==> src/design/ftbc_pkg.sv <==
`default_nettype none

package ftbc_pkg;

  localparam int IdxW   = 12;
  localparam int CountW = 13;
  localparam int QueueDepth = 2;

  localparam logic [7:0]        AlphaMax   = 8'd255;
  localparam logic [15:0]       RoundBias  = 16'd127;
  localparam logic [15:0]       Recip255   = 16'd32897;
  localparam logic [CountW-1:0] CountReset = 13'd4096;
  localparam logic [CountW-1:0] CountMax   = 13'h1FFF;

  typedef enum logic [1:0] {
    ReqClear = 2'd0,
    ReqBlend = 2'd1,
    ReqFold  = 2'd2,
    ReqNone  = 2'd3
  } req_type_e;

  typedef enum logic [1:0] {
    OpNop,
    OpClear,
    OpBlend,
    OpFold
  } op_e;

  typedef struct packed {
    logic [1:0]      req_type;
    logic [IdxW-1:0] pixel_index;
    logic [7:0]      coverage;
    logic [15:0]     color_565;
    logic            eraser;
  } req_t;

  typedef struct packed {
    logic [15:0] pixel_565;
    logic        tile_saturated;
  } res_t;

  typedef struct packed {
    op_e             op;
    logic [IdxW-1:0] addr;
    logic [7:0]      cov;
    logic [7:0]      red;
    logic [7:0]      grn;
    logic [7:0]      blu;
  } cmd_t;

endpackage

`default_nettype wire

==> src/design/ftbc_queue.sv <==
`default_nettype none

module ftbc_queue (
  input  wire            clk_i,
  input  wire            rst_ni,
  input  wire            push_i,
  input  ftbc_pkg::cmd_t data_i,
  input  wire            pop_i,
  output ftbc_pkg::cmd_t head_o,
  output logic           full_o,
  output logic           empty_o
);

  localparam int Depth = ftbc_pkg::QueueDepth;
  localparam int PtrW  = (Depth > 1) ? $clog2(Depth) : 1;
  localparam int CntW  = $clog2(Depth + 1);

  ftbc_pkg::cmd_t  entry_q [Depth];
  logic [PtrW-1:0] wr_ptr_q, wr_ptr_d;
  logic [PtrW-1:0] rd_ptr_q, rd_ptr_d;
  logic [CntW-1:0] count_q, count_d;

  function automatic logic [PtrW-1:0] advance(input logic [PtrW-1:0] p);
    return (p == PtrW'(Depth - 1)) ? '0 : p + PtrW'(1);
  endfunction

  always_comb begin
    full_o   = count_q == CntW'(Depth);
    empty_o  = count_q == '0;
    head_o   = entry_q[rd_ptr_q];
    wr_ptr_d = push_i ? advance(wr_ptr_q) : wr_ptr_q;
    rd_ptr_d = pop_i ? advance(rd_ptr_q) : rd_ptr_q;
    count_d  = count_q;
    if (push_i && !pop_i) count_d = count_q + CntW'(1);
    if (!push_i && pop_i) count_d = count_q - CntW'(1);
  end

  always_ff @(posedge clk_i or negedge rst_ni) begin
    if (!rst_ni) begin
      wr_ptr_q <= '0;
      rd_ptr_q <= '0;
      count_q  <= '0;
    end else begin
      wr_ptr_q <= wr_ptr_d;
      rd_ptr_q <= rd_ptr_d;
      count_q  <= count_d;
    end
  end

  always_ff @(posedge clk_i) begin
    if (push_i) entry_q[wr_ptr_q] <= data_i;
  end

`ifndef SYNTHESIS
  a_no_pop_empty: assert property (@(posedge clk_i) disable iff (!rst_ni)
    pop_i |-> !empty_o) else $error("pop from empty queue");
  a_no_push_full: assert property (@(posedge clk_i) disable iff (!rst_ni)
    (push_i && !pop_i) |-> !full_o) else $error("push into full queue");
`endif

endmodule

`default_nettype wire

==> config.mk <==
export PLATFORM = sky130hd
export DESIGN_NAME = ftbc_queue
export DESIGN_NICKNAME = d
export VERILOG_FILES = /design/src/design/ftbc_pkg.sv /design/src/design/ftbc_queue.sv
export SDC_FILE = /design/constraint.sdc
export NUM_CORES = 1
export LEC_CHECK = 0
export BUFFER_PORTS_ARGS = -buffer_cell sky130_fd_sc_hd__buf_2
export CAP_MARGIN = 20
export CORE_ASPECT_RATIO = 1.2
export CORE_MARGIN = 2
export CORE_UTILIZATION = 52
export CTS_CLUSTER_DIAMETER = 100
export DETAILED_ROUTE_END_ITERATION = 10
export PLACE_DENSITY = 0.89
export RECOVER_POWER = 100
export SLEW_MARGIN = 30
export SYNTH_ARGS = -nofsm -noshare
export SYNTH_HDL_FRONTEND = slang
export SYNTH_SLANG_ARGS = --single-unit
==> constraint.sdc <==
create_clock -name clk_i -period 3 [get_ports clk_i]
set_input_delay 0.15 -clock clk_i [delete_from_list [all_inputs] [get_ports clk_i]]
set_output_delay 0.15 -clock clk_i [all_outputs]
set_load 0.05 [all_outputs]
==> reports/qor.yml <==
setup_violations: 0
max_freq_mhz: 400.2
tritoncts: "yes"
clockRootBuffer: "clkbuf_8"
htreeDepth: 3
drive_above_1_share_pct: 26.02
port_buffers: 97
cts_setup_buffers: 0
crit_type: "reg -> out"
clk_latency_ns: 0.34
gp_congestion: 0.6509
hold_slack_ns: 0.1901
use_met1_pct: 17.53
mostFrequentLayoutCell: "edfxtp_1"
netlist_instances: 159
core_area_um2: 6813
crit_required_ns: 2.85
numCtsBuffers: 9
critPathTopFamily: "flip-flops"
nets: 365
first_iter_violations: 141
placed_cell_area_um2: 4217
grtUsageTotal_pct: 17.38
drt-total-wl_um: 6359
grt.met3_usage_pct: 3.788
ys_types: 13
power.leakage_nw: 1.741
rsz0062_at_grt: "no"
clockBufferDepth: 2
finalCritPeriodShare_pct: 83.28
antenna_found_initial: 0
max_stage_delay_ns: 0.99
core.rowCount: 33
firstDrtPassIters: 4
arrival_ns: 2.35
crit_path_end_kind: "primary output"
grt_max_degree: 30
viasPerCell: 4.845
cp_slowest_cell: "dfrtp_1"
synth.avg_cell_area_um2: 22.81
area_delta_synth_final_pct: 32.18
fin_crit_ns: 2.498
clkTransAtPathRegs_ns: 0.08
hold_violations: 0
die_area_um2: 7662
grt_pass1_wl_um: 9611
num_vias: 1967
start_util_pct: 53.24
gr-total-overflow: 0
die_w_um: 80.24
slew_violations: 0
first_global_vias: 2119
critPathMaxFanout: 29
path_buf_inv: 2
syn_nets: 210
wl_per_cell_um: 15.66
power_mw: 4.772
drc: 0
netlist_area_um2: 3627
busiest_layer: "met2"
ys_seq_area_share_pct: 78.92
ys_ff_latch: 96
timing.setup.tns_ns: 0
startpoint_type: "flop"
diodes: 0
ys_warn_count: 0
worst_ir_drop_vdd_v: 0.0007422
maxSlewHeadroom_pct: 22.58
cts_hold_buf: 49
fin_area_um2: 4795
pin_count: 98
post_cts_resized: 0
maxCapViolations: 0
layout_common_cells: "edfxtp_1, clkbuf_1, dlygate4sd3_1"
antenna_left: 0
tightest_slew_ns: 1.161
numClockSinks: 96
p_per_area_nw_per_um2: 995.3
status: "completed"
skew_ns: 0.005932
hold_class: "in -> async"
met2_usage_pct: 32.92
crit_chain: "buf_12 -> mux2_2 -> clkbuf_1"
dieHeight_um: 95.49
layout make-up:
class	instances	area, um2
sequential	96	2863
fill	472	2018
timing repair buffer	149	912.1
multi-input combinational	57	718.2
clock buffer	11	131.4
tap	87	108.9
clock inverter	5	57.56
inverter	1	3.754
metal layers:
layer,vias up,wire (um),part of all wire [%]
met1,955,2344,37
met3,12,312,4.9
li1,930,-,-
met4,0,133,2.1
met5,-,0,0
met2,70,3569,56
synthesized netlist by cell type:
master | count | area (um2)
and2_1 | 1 | 6.260
nor2_1 | 3 | 11.26
mux2_2 | 16 | 180.2
buf_6 | 4 | 45.04
xor2_1 | 3 | 26.28
ha_1 | 1 | 12.51
xnor2_1 | 2 | 17.52
edfxtp_1 | 92 | 2763
inv_1 | 1 | 3.750
dfrtp_1 | 4 | 100.1
nor2b_1 | 1 | 6.260
mux2_4 | 30 | 450.4
buf_2 | 1 | 5.000
registers in the layout (all words and copies together), names as in the netlist:
signal,count
entry_q,92
rd_ptr_q,1
wr_ptr_q,1
count_q,2
report_power, final:
part | total [mW] | switching (mW) | internal (mW)
registers | 1.92 | 0.142 | 1.78
clock network | 0.798 | 0.414 | 0.385
logic | 2.05 | 1.43 | 0.616
kinds of logic after synthesis:
group | share of synthesized area, %
adder cells (fa/ha/maj) | 0.3449
AND/OR/NAND/NOR | 0.6556
XOR/XNOR | 1.208
flip-flops | 78.92
buffers and inverters | 1.483
multiplexers | 17.39
per-stage QoR:
stage / setup slack [ns] / instances / util [%]
after floorplan: 0.2120 / 159 / -
final: 0.5015 / 406 / 70.38
after detailed placement: 1.257 / 341 / 61.89
after global routing: 0.3981 / 406 / 70.38
after CTS: 0.8759 / 406 / 71.86
after global placement: 1.291 / 341 / 61.89
worst paths after layout:
path / start / to / slack, ns / cells past startpoint
max: rd_ptr_q$_DFFE_PN0P_ / head_o[35] / 0.50 / 3
min: rst_ni / wr_ptr_q$_DFFE_PN0P_ / 0.19 / 2
max reg2reg: wr_ptr_q$_DFFE_PN0P_ / entry_q[1][14]$_DFFE_PP_ / 0.77 / 2
min reg2reg: count_q[1]$_DFFE_PN0P_ / count_q[1]$_DFFE_PN0P_ / 0.53 / 1
max in group asynchronous: rst_ni / rd_ptr_q$_DFFE_PN0P_ / 2.61 / 2
min in group clk_i: data_i[10] / entry_q[1][10]$_DFFE_PP_ / 0.52 / 2
(Power assumes the default switching activity.)
