File: src/design/ftbc_pkg.sv
`default_nettype none

package ftbc_pkg;

  localparam int IdxW   = 12;
  localparam int CountW = 13;
  localparam int QueueDepth = 2;

  localparam logic [7:0]        AlphaMax   = 8'd255;
  localparam logic [15:0]       RoundBias  = 16'd127;
  localparam logic [15:0]       Recip255   = 16'd32897;
  localparam logic [CountW-1:0] CountReset = 13'd4096;
  localparam logic [CountW-1:0] CountMax   = 13'h1FFF;

  typedef enum logic [1:0] {
    ReqClear = 2'd0,
    ReqBlend = 2'd1,
    ReqFold  = 2'd2,
    ReqNone  = 2'd3
  } req_type_e;

  typedef enum logic [1:0] {
    OpNop,
    OpClear,
    OpBlend,
    OpFold
  } op_e;

  typedef struct packed {
    logic [1:0]      req_type;
    logic [IdxW-1:0] pixel_index;
    logic [7:0]      coverage;
    logic [15:0]     color_565;
    logic            eraser;
  } req_t;

  typedef struct packed {
    logic [15:0] pixel_565;
    logic        tile_saturated;
  } res_t;

  typedef struct packed {
    op_e             op;
    logic [IdxW-1:0] addr;
    logic [7:0]      cov;
    logic [7:0]      red;
    logic [7:0]      grn;
    logic [7:0]      blu;
  } cmd_t;

endpackage

`default_nettype wire

File: src/design/ftbc_front.sv
`default_nettype none

module ftbc_front #(
  parameter int StoreDepth = 4096
) (
  input  ftbc_pkg::req_t req_i,
  output ftbc_pkg::cmd_t cmd_o
);

  function automatic logic [7:0] rep5(input logic [4:0] v);
    return {v, v[4:2]};
  endfunction

  function automatic logic [7:0] rep6(input logic [5:0] v);
    return {v, v[5:4]};
  endfunction

  logic        in_range;
  logic [15:0] color;

  always_comb begin
    in_range = 32'(req_i.pixel_index) < StoreDepth;
    color    = req_i.eraser ? 16'hFFFF : req_i.color_565;

    cmd_o.addr = req_i.pixel_index;
    cmd_o.cov  = req_i.coverage;
    cmd_o.red  = rep5(color[15:11]);
    cmd_o.grn  = rep6(color[10:5]);
    cmd_o.blu  = rep5(color[4:0]);
    cmd_o.op   = ftbc_pkg::OpNop;

    if (in_range) begin
      unique case (ftbc_pkg::req_type_e'(req_i.req_type))
        ftbc_pkg::ReqClear: cmd_o.op = ftbc_pkg::OpClear;
        ftbc_pkg::ReqBlend: begin
          if (req_i.coverage != 8'd0) cmd_o.op = ftbc_pkg::OpBlend;
        end
        ftbc_pkg::ReqFold:  cmd_o.op = ftbc_pkg::OpFold;
        default:            cmd_o.op = ftbc_pkg::OpNop;
      endcase
    end
  end

endmodule

`default_nettype wire

File: config.mk
export PLATFORM = sky130hd
export DESIGN_NAME = ftbc_front
export DESIGN_NICKNAME = d
export VERILOG_FILES = /design/src/design/ftbc_pkg.sv /design/src/design/ftbc_front.sv
export SDC_FILE = /design/constraint.sdc
export NUM_CORES = 1
export LEC_CHECK = 0
export ABC_AREA = 1
export BUFFER_PORTS_ARGS = -buffer_cell sky130_fd_sc_hd__buf_2
export CORE_MARGIN = 5
export CORE_UTILIZATION = 26
export DETAILED_ROUTE_END_ITERATION = 8
export GPL_ROUTABILITY_DRIVEN = 0
export PLACE_DENSITY_LB_ADDON = 0.1
export SYNTH_ARGS = -nofsm -noshare
export SYNTH_HDL_FRONTEND = slang
export SYNTH_SLANG_ARGS = --single-unit
export TNS_END_PERCENT = 100
File: constraint.sdc
create_clock -name vclk -period 1.6
set_clock_uncertainty 0.2 [all_clocks]
set_input_delay 0.08 -clock vclk [all_inputs]
set_output_delay 0.08 -clock vclk [all_outputs]
set_load 0.05 [all_outputs]
==> run summary, run 1 <==
DR iter-0 viols: 0
Post-CTS setup buffers: 0
RSZ-0062 raised after global routing: no
Rel. slew slack: 65.9%
Worst-margin pin slew: 0.510 ns
Count leader, synth: buf_4
IO Count: 85
PD cells: 594 nW/um^2
Vias: 440
TritonRoute pass-1 iters: 1
Final nets: 141
Wire length on met1: 413 um
Clk network pwr share: 0%
Synth top cells by count: 28 x buf_4, 16 x or2_1, 5 x nor2_1
Routed wire length: 1210 um
Final Worst Setup Slack: 0.381 ns
DR DRC count: 0
Maximum VDD drop: 0.000233 V
Slew Viols, Final: 0
Status: complete, no violations
Max layer used: met3
Setup tns final: 0 ns
Multiplexer share of the synthesized area: 0%
Crit-path cells: dlygate4sd3_1
Arr. time, crit path: 0.94 ns
Post-Synthesis Cell Area: 364 sq um
Die height: 47.4 um
CP peak stage delay: 0.86 ns
Starting Density: 27.6%
MaxCap Viol Count: 0
Syn-to-layout area delta: 61.2%
Flop pwr share: 0%
Post-Synth Simple-Gate Area: 36.8%
Fill count: 137
Clock buf count: 0
Setup-failing EPs final: 0
Met3 WL: 169 um
Via/cell ratio: 3.83
Vias in the first global route: 384
Int Pwr: 85.1 uW
Fin crit share: 76.2%
Die area: 2250 sq um
Worst Hold Class: in -> out
Library cells used by synthesis: 7
Synthesized net count: 95
CTS resizes: 0
Share of the synthesized area in the top cell type: 57.7%
GR Overflow Total: 0
Antenna viol nets, final: 0
Overall Global Routing Usage: 8.39%
Area leader, netlist: buf_4
Routed met2 length: 628 um
Switching fraction of total power: 75.6%
Cts hold-fix bufs: 12
Number of sequential cells: 0
Pre-CTS setup slack: 0.587 ns
Tmin final: 1.22 ns
Post-synthesis adder-cell area fraction: 0%
CORE AREA: 1320 sq um
Die Wd: 47.4 um
Synth top area cells: buf_4 58%, or2_1 27%, nor2_1 5.2%, nand2_1 4.1%, buf_6 3.1%
Power Total: 349 uW
Share of layout cells above drive strength 1: 61.0%
Initial antenna violation count: 0
Post-Syn Area per Cell: 6.50 sq um
Antenna Cells: 0
First-pass GRT wire length: 1500 um
Pin count of the biggest net entering global routing: 17
Wire per inst: 10.5 um
# rows: 13
Post-synthesis xor/xnor area fraction: 0%
PortBufs: 61
WP data required: 1.32 ns
Fin. Hold Viols: 0
Synth warn: 0
Synth Area in Compound Gates: 1.37%
Top delay family on crit path: buffers and inverters
Crit Path Max Fanout: 1
Critical path's slowest cell: dlygate4sd3_1
Crit Path Category: in -> out
Worst setup EP type: primary output
Comb power frac: 100.0%
Fmax: 820 MHz
Worst path bufs/invs: 1
Largest family of logic cells by synthesized area: buffers and inverters
FF+latch area: 0 sq um
Crit start category: input pin
Leakage: 0.000324 uW
Sw power: 264 uW
Mapped Cells: 56
Seq/Total Area, Yosys: 0%
## power by group through the flow
stage	combinational, uW	sequential (uW)	clock (uW)
final	349	0	0
after global routing	364	0	0
after CTS	351	0	0
after detailed placement	268	0	0
after global placement	268	0	0
after floorplan	303	0	0
## cells by family after synthesis
logic type,count (synthesis)
buffers and inverters,30
AOI/OAI and AO/OA,1
and+or+nand+nor,25
## routing by layer
| metal | up-vias | global-route usage [%] |
|---|---|---|
| li1 | 230 | - |
| met1 | 169 | 11.1 |
| met2 | 41 | 15.2 |
| met3 | 0 | 1.13 |
| met4 | 0 | 0 |
| met5 | - | 0 |
## cells in the final DEF (no fill, tap or decap)
master and count:
o21ai_1 1, or2_1 16, inv_1 1, buf_2 61
dlygate4sd3_1 12, nand2_1 4, nor2_1 5
## worst paths after layout
path / from / to / depth (start not counted)
max: req_i[33] / cmd_o[40] / 1
min: req_i[23] / cmd_o[30] / 2
## through the flow
| step | hold WS, ns | cells | instance area (sq um) | util, % |
|---|---|---|---|---|
| after global routing | 0.268 | 115 | 587 | 44.5 |
| final | 0.262 | 115 | 587 | 44.5 |
| after floorplan | 0.127 | 56 | 364 | - |
| after detailed placement | -0.0397 | 103 | 467 | 35.4 |
| after CTS | 0.263 | 115 | 587 | 44.5 |
| after global placement | -0.0397 | 103 | 467 | 35.4 |
## area by class of cell
class	instances	area, sq um	share of cell area [%]
Inverter	1	3.75	0.640
Multi-Input combinational cell	26	139	23.7
Timing Repair Buffer	73	425	72.5
Tap cell	15	18.8	3.20
No activity file was read; power rests on OpenSTA's default activity.
==> run 2, diff against run 1 <==
Settings changed: CORE_UTILIZATION 26 to 21.
Clock period 1.6 ns to 1.1 ns, I/O delays scaled along.
==> run 2 against run 1 <==
Against the previous run:
- the flow now finishes with violations (negative hold slack)
- worst hold slack worse by 0.35 ns
- via count down 12%
- sequential cell count unchanged
- first-iteration DRC count up 2
- critical path depth up 2
- sequential share of layout area unchanged
- die area up 19%
- setup slack worse by 0.22 ns
- core utilization down 17 points
- power up 11%
- combinational power up 11%
- global-route usage down 2.0 points
==> run summary, run 2 (synthesis results as in run 1) <==
Status: complete, but fails checks
Failing checks: negative hold slack
DR iter-0 viols: 2
Placed wire-length estimate: 1020 um
# rows: 15
Worst Hold Class: in -> out
Antenna Cells: 0
Min-Delay Endpoint: cmd_o[35]
DR DRC count: 0
PD cells: 823 nW/um^2
Worst setup EP type: primary output
Rel. slew slack: 83.0%
Critical path's slowest cell: or2_1
PortBufs: 61
FF+latch area: 0 sq um
Commonest non-fill, non-tap cells in the layout: 61 x buf_2, 16 x or2_1, 5 x nor2_1
Fin. Hold Viols: 12
Maximum VDD drop: 0.000194 V
Hold Slack: -0.0900 ns
GR Overflow Total: 0
Fmax: 1060 MHz
IO Count: 85
Vias: 388
Routed wire length: 1080 um
Worst-margin pin slew: 0.256 ns
Tmin final: 0.941 ns
Arr. time, crit path: 0.69 ns
Pin count of the biggest net entering global routing: 17
Fin crit share: 85.6%
CTS resizes: 0
TritonRoute pass-1 iters: 4
Syn-to-layout area delta: 28.9%
CP peak stage delay: 0.25 ns
Initial antenna violation count: 0
First-pass GRT wire length: 1410 um
Post-CTS setup buffers: 0
Worst path bufs/invs: 2
Number of sequential cells: 0
CP most frequent cell: buf_2
Slew Viols, Final: 0
Final nets: 129
Wire per inst: 10.3 um
Crit Path Category: in -> out
Starting Density: 21.6%
Top delay family on crit path: buffers and inverters
Via/cell ratio: 3.70
RSZ-0062 raised after global routing: no
Antenna viol nets, final: 0
Final core utilization: 27.8%
WP data required: 0.84 ns
Number of cells on the worst hold path: 0
CORE AREA: 1690 sq um
MaxCap Viol Count: 0
Most common cell after layout, fill and taps aside: buf_2
Share of layout cells above drive strength 1: 69.3%
Crit-path cells: buf_2 > or2_1 > buf_2
Die height: 51.6 um
Crit Path Max Fanout: 16
Leakage: 0.000273 uW
Crit start category: input pin
Clock buf count: 0
Die area: 2670 sq um
Overall Global Routing Usage: 6.39%
HP Start: req_i[28]
Die Wd: 51.6 um
Setup-failing EPs final: 0
Power Total: 386 uW
Vias in the first global route: 343
==> run 2: cell count changes in the layout (fill, tap and decap cells not counted), sizes merged <==
| cell | delta |
|---|---|
| dlygate4sd3 | -12 |
==> run 2: metal layers <==
metal / share of wire (%) / global-route usage, % / routed length (um)
met5: 0 / 0 / 0
met2: 56 / 13.8 / 605
met3: 15 / 1.43 / 157
met4: 0 / 0 / 0
met1: 29 / 6.36 / 314
==> run 2: per-stage QoR <==
step / setup TNS [ns] / worst slack, ns / hold WS (ns) / cell area (sq um) / instances
after floorplan: -0.0356 / -0.00889 / 0.0771 / 364 / 56
after global placement: 0 / 0.145 / -0.0897 / 469 / 105
after detailed placement: 0 / 0.145 / -0.0897 / 469 / 105
after CTS: 0 / 0.144 / -0.0897 / 469 / 105
after global routing: 0 / 0.105 / -0.0899 / 469 / 105
final: 0 / 0.159 / -0.0900 / 469 / 105
==> run 2: power by group <==
group          switching [uW]  internal [uW]  leakage (uW)
combinational             291           94.7      0.000273
sequential                  0              0             0
clock                       0              0             0
==> run 2: final cells by class <==
| type | count | area, sq um |
|---|---|---|
| Fill cell | 199 | 1220 |
| Timing Repair Buffer | 61 | 305 |
| Multi-Input combinational cell | 26 | 139 |
| Tap cell | 17 | 21.3 |
| Inverter | 1 | 3.75 |
==> run 2: how the worst max path moves through the flow <==
stage | from | to | slack, ns | depth (start not counted)
2_1_floorplan | req_i[0] | cmd_o[14] | -0.009 | 3
3_3_place_gp | req_i[20] | cmd_o[45] | 0.14 | 6
3_5_place_dp | req_i[20] | cmd_o[45] | 0.14 | 6
4_1_cts | req_i[20] | cmd_o[45] | 0.14 | 6
5_1_grt | req_i[20] | cmd_o[45] | 0.11 | 6
6_report | req_i[0] | cmd_o[1] | 0.16 | 3
==> run 3, diff against run 2 <==
Settings changed: ABC_AREA 1 to default.
==> run 3 against run 2 <==
Against the previous run:
- the run ends with negative setup slack left
- core utilization is 16 points higher
- wire length is 20% higher
- worst hold slack better by 0.30 ns
- die area is 1.7% lower
- global-route usage is 1.9 points higher
- maximum frequency is 20% lower
==> run summary, run 3 <==
Status: complete, but fails checks
Failing checks: negative setup slack
Vias in the first global route: 459
Antenna Cells: 0
Worst setup EP type: primary output
Share of layout cells above drive strength 1: 85.3%
Crit Path Max Fanout: 2
Crit Path Category: in -> out
Syn-to-layout area delta: 91.9%
Synth warn: 0
Slew Viols, Final: 0
CORE AREA: 1560 sq um
Crit start category: input pin
Initial antenna violation count: 0
Commonest non-fill, non-tap cells in the layout: 56 x buf_2, 16 x or2_2, 12 x dlymetal6s4s_1
Mapped Cells: 50
Vias: 440
DR iter-0 viols: 0
Final nets: 136
GR Overflow Total: 0
Dpl cell area: 475 sq um
Count leader, synth: buf_4
Worst Hold Class: in -> out
Synthesized net count: 89
WP data required: 0.84 ns
Overall Global Routing Usage: 8.33%
Final Worst Setup Slack: -0.0698 ns
Fin crit share: 106%
PortBufs: 61
Pin count of the biggest net entering global routing: 17
Share of the synthesized area in the top cell type: 58.9%
Post-Synthesis Cell Area: 357 sq um
Wire per inst: 11.6 um
TritonRoute pass-1 iters: 1
Leakage: 0.000452 uW
First-pass GRT wire length: 1850 um
Tmin final: 1.17 ns
Synth top area cells: buf_4 59%, or2_2 28%, mux2_4 4.2%, nor4_2 3.5%, nor4_1 1.8%
Routed wire length: 1290 um
Worst-margin pin slew: 0.524 ns
Arr. time, crit path: 0.91 ns
CP startpoint: req_i[23]
Hold Slack: 0.207 ns
Final instance area: 684 sq um
Starting Density: 22.9%
Library cells used by synthesis: 8
Maximum VDD drop: 0.000378 V
IO Count: 85
Synth top cells by count: 28 x buf_4, 16 x or2_2
Area leader, netlist: buf_4
DR DRC count: 0
HP Start: req_i[21]
PD cells: 803 nW/um^2
MaxCap Viol Count: 0
Clock buf count: 0
FF+latch area: 0 sq um
RSZ-0062 raised after global routing: yes
Area of the multi-input gates: 163 sq um
Via/cell ratio: 3.96
Post-Syn Area per Cell: 7.13 sq um
Most common cell after layout, fill and taps aside: buf_2
Pre-CTS setup slack: -0.162 ns
Seq/Total Area, Yosys: 0%
Die Wd: 51.2 um
# rows: 14
Number of sequential cells: 0
Rel. slew slack: 65.2%
Die area: 2620 sq um
Antenna viol nets, final: 0
Die height: 51.2 um
Power Total: 550 uW
Fin. Hold Viols: 0
Fill count: 150
Setup-failing EPs final: 1
Final core utilization: 43.9%
Fmax: 855 MHz
==> run 3: cell types whose count changed in the layout (fill, tap and decap cells not counted), sizes merged <==
cell	change
nand2	-4
o21ai	-1
dlymetal6s4s	+12
nor2	-5
a21oi	+1
buf	+1
nor4	+2
mux2	+1
==> run 3: critical path, stage by stage <==
cell and delay, ns:
buf_6 0.10, nor4_4 0.24, a21oi_1 0.09, mux2_4 0.27, buf_8 0.15
==> run 3: through the flow <==
stage,setup TNS [ns],std cells
6_report,-0.0698,111
5_1_grt,-0.0996,111
4_1_cts,-0.838,111
3_5_place_dp,-0.162,99
3_3_place_gp,-0.140,99
2_1_floorplan,-0.0626,50
==> run 3: area by class of cell <==
class | instances | share of cell area (%)
Timing Repair Buffer | 74 | 72.8
Multi-Input combinational cell | 20 | 23.8
Tap cell | 16 | 2.93
Inverter | 1 | 0.548
==> run 3: cells by family (layout without fill, tap and decap cells) <==
logic type,after synthesis,after routing,synth area share [%]
simple gates,18,18,33.3
mux,1,1,4.21
compound gates,1,1,1.40
buf+inv,30,75,61.1
==> run 3: final timing paths <==
check,to,cells past startpoint
max,cmd_o[45],5
min,cmd_o[28],2
==> run 3: what timing repair did <==
action,CTS,global route
endpoints found under the hold margin,12,0
setup endpoints to repair,1,13
setup buffers,0,0
hold buffers,12,0
pin swaps,3,3
gates resized for setup,8,14
==> run 3: power breakdown <==
part	switching, uW	leakage, uW	internal, uW
logic	392	0.000452	158
registers	0	0	0
clock network	0	0	0
total	392	0.000452	158
==> run 3: per-layer routing <==
layer	up-vias	routed length, um	GRT usage, %
met5	-	0	0
met4	0	0	0
met3	0	186	0.872
met2	43	734	17.2
met1	180	371	9.55
li1	217	-	-
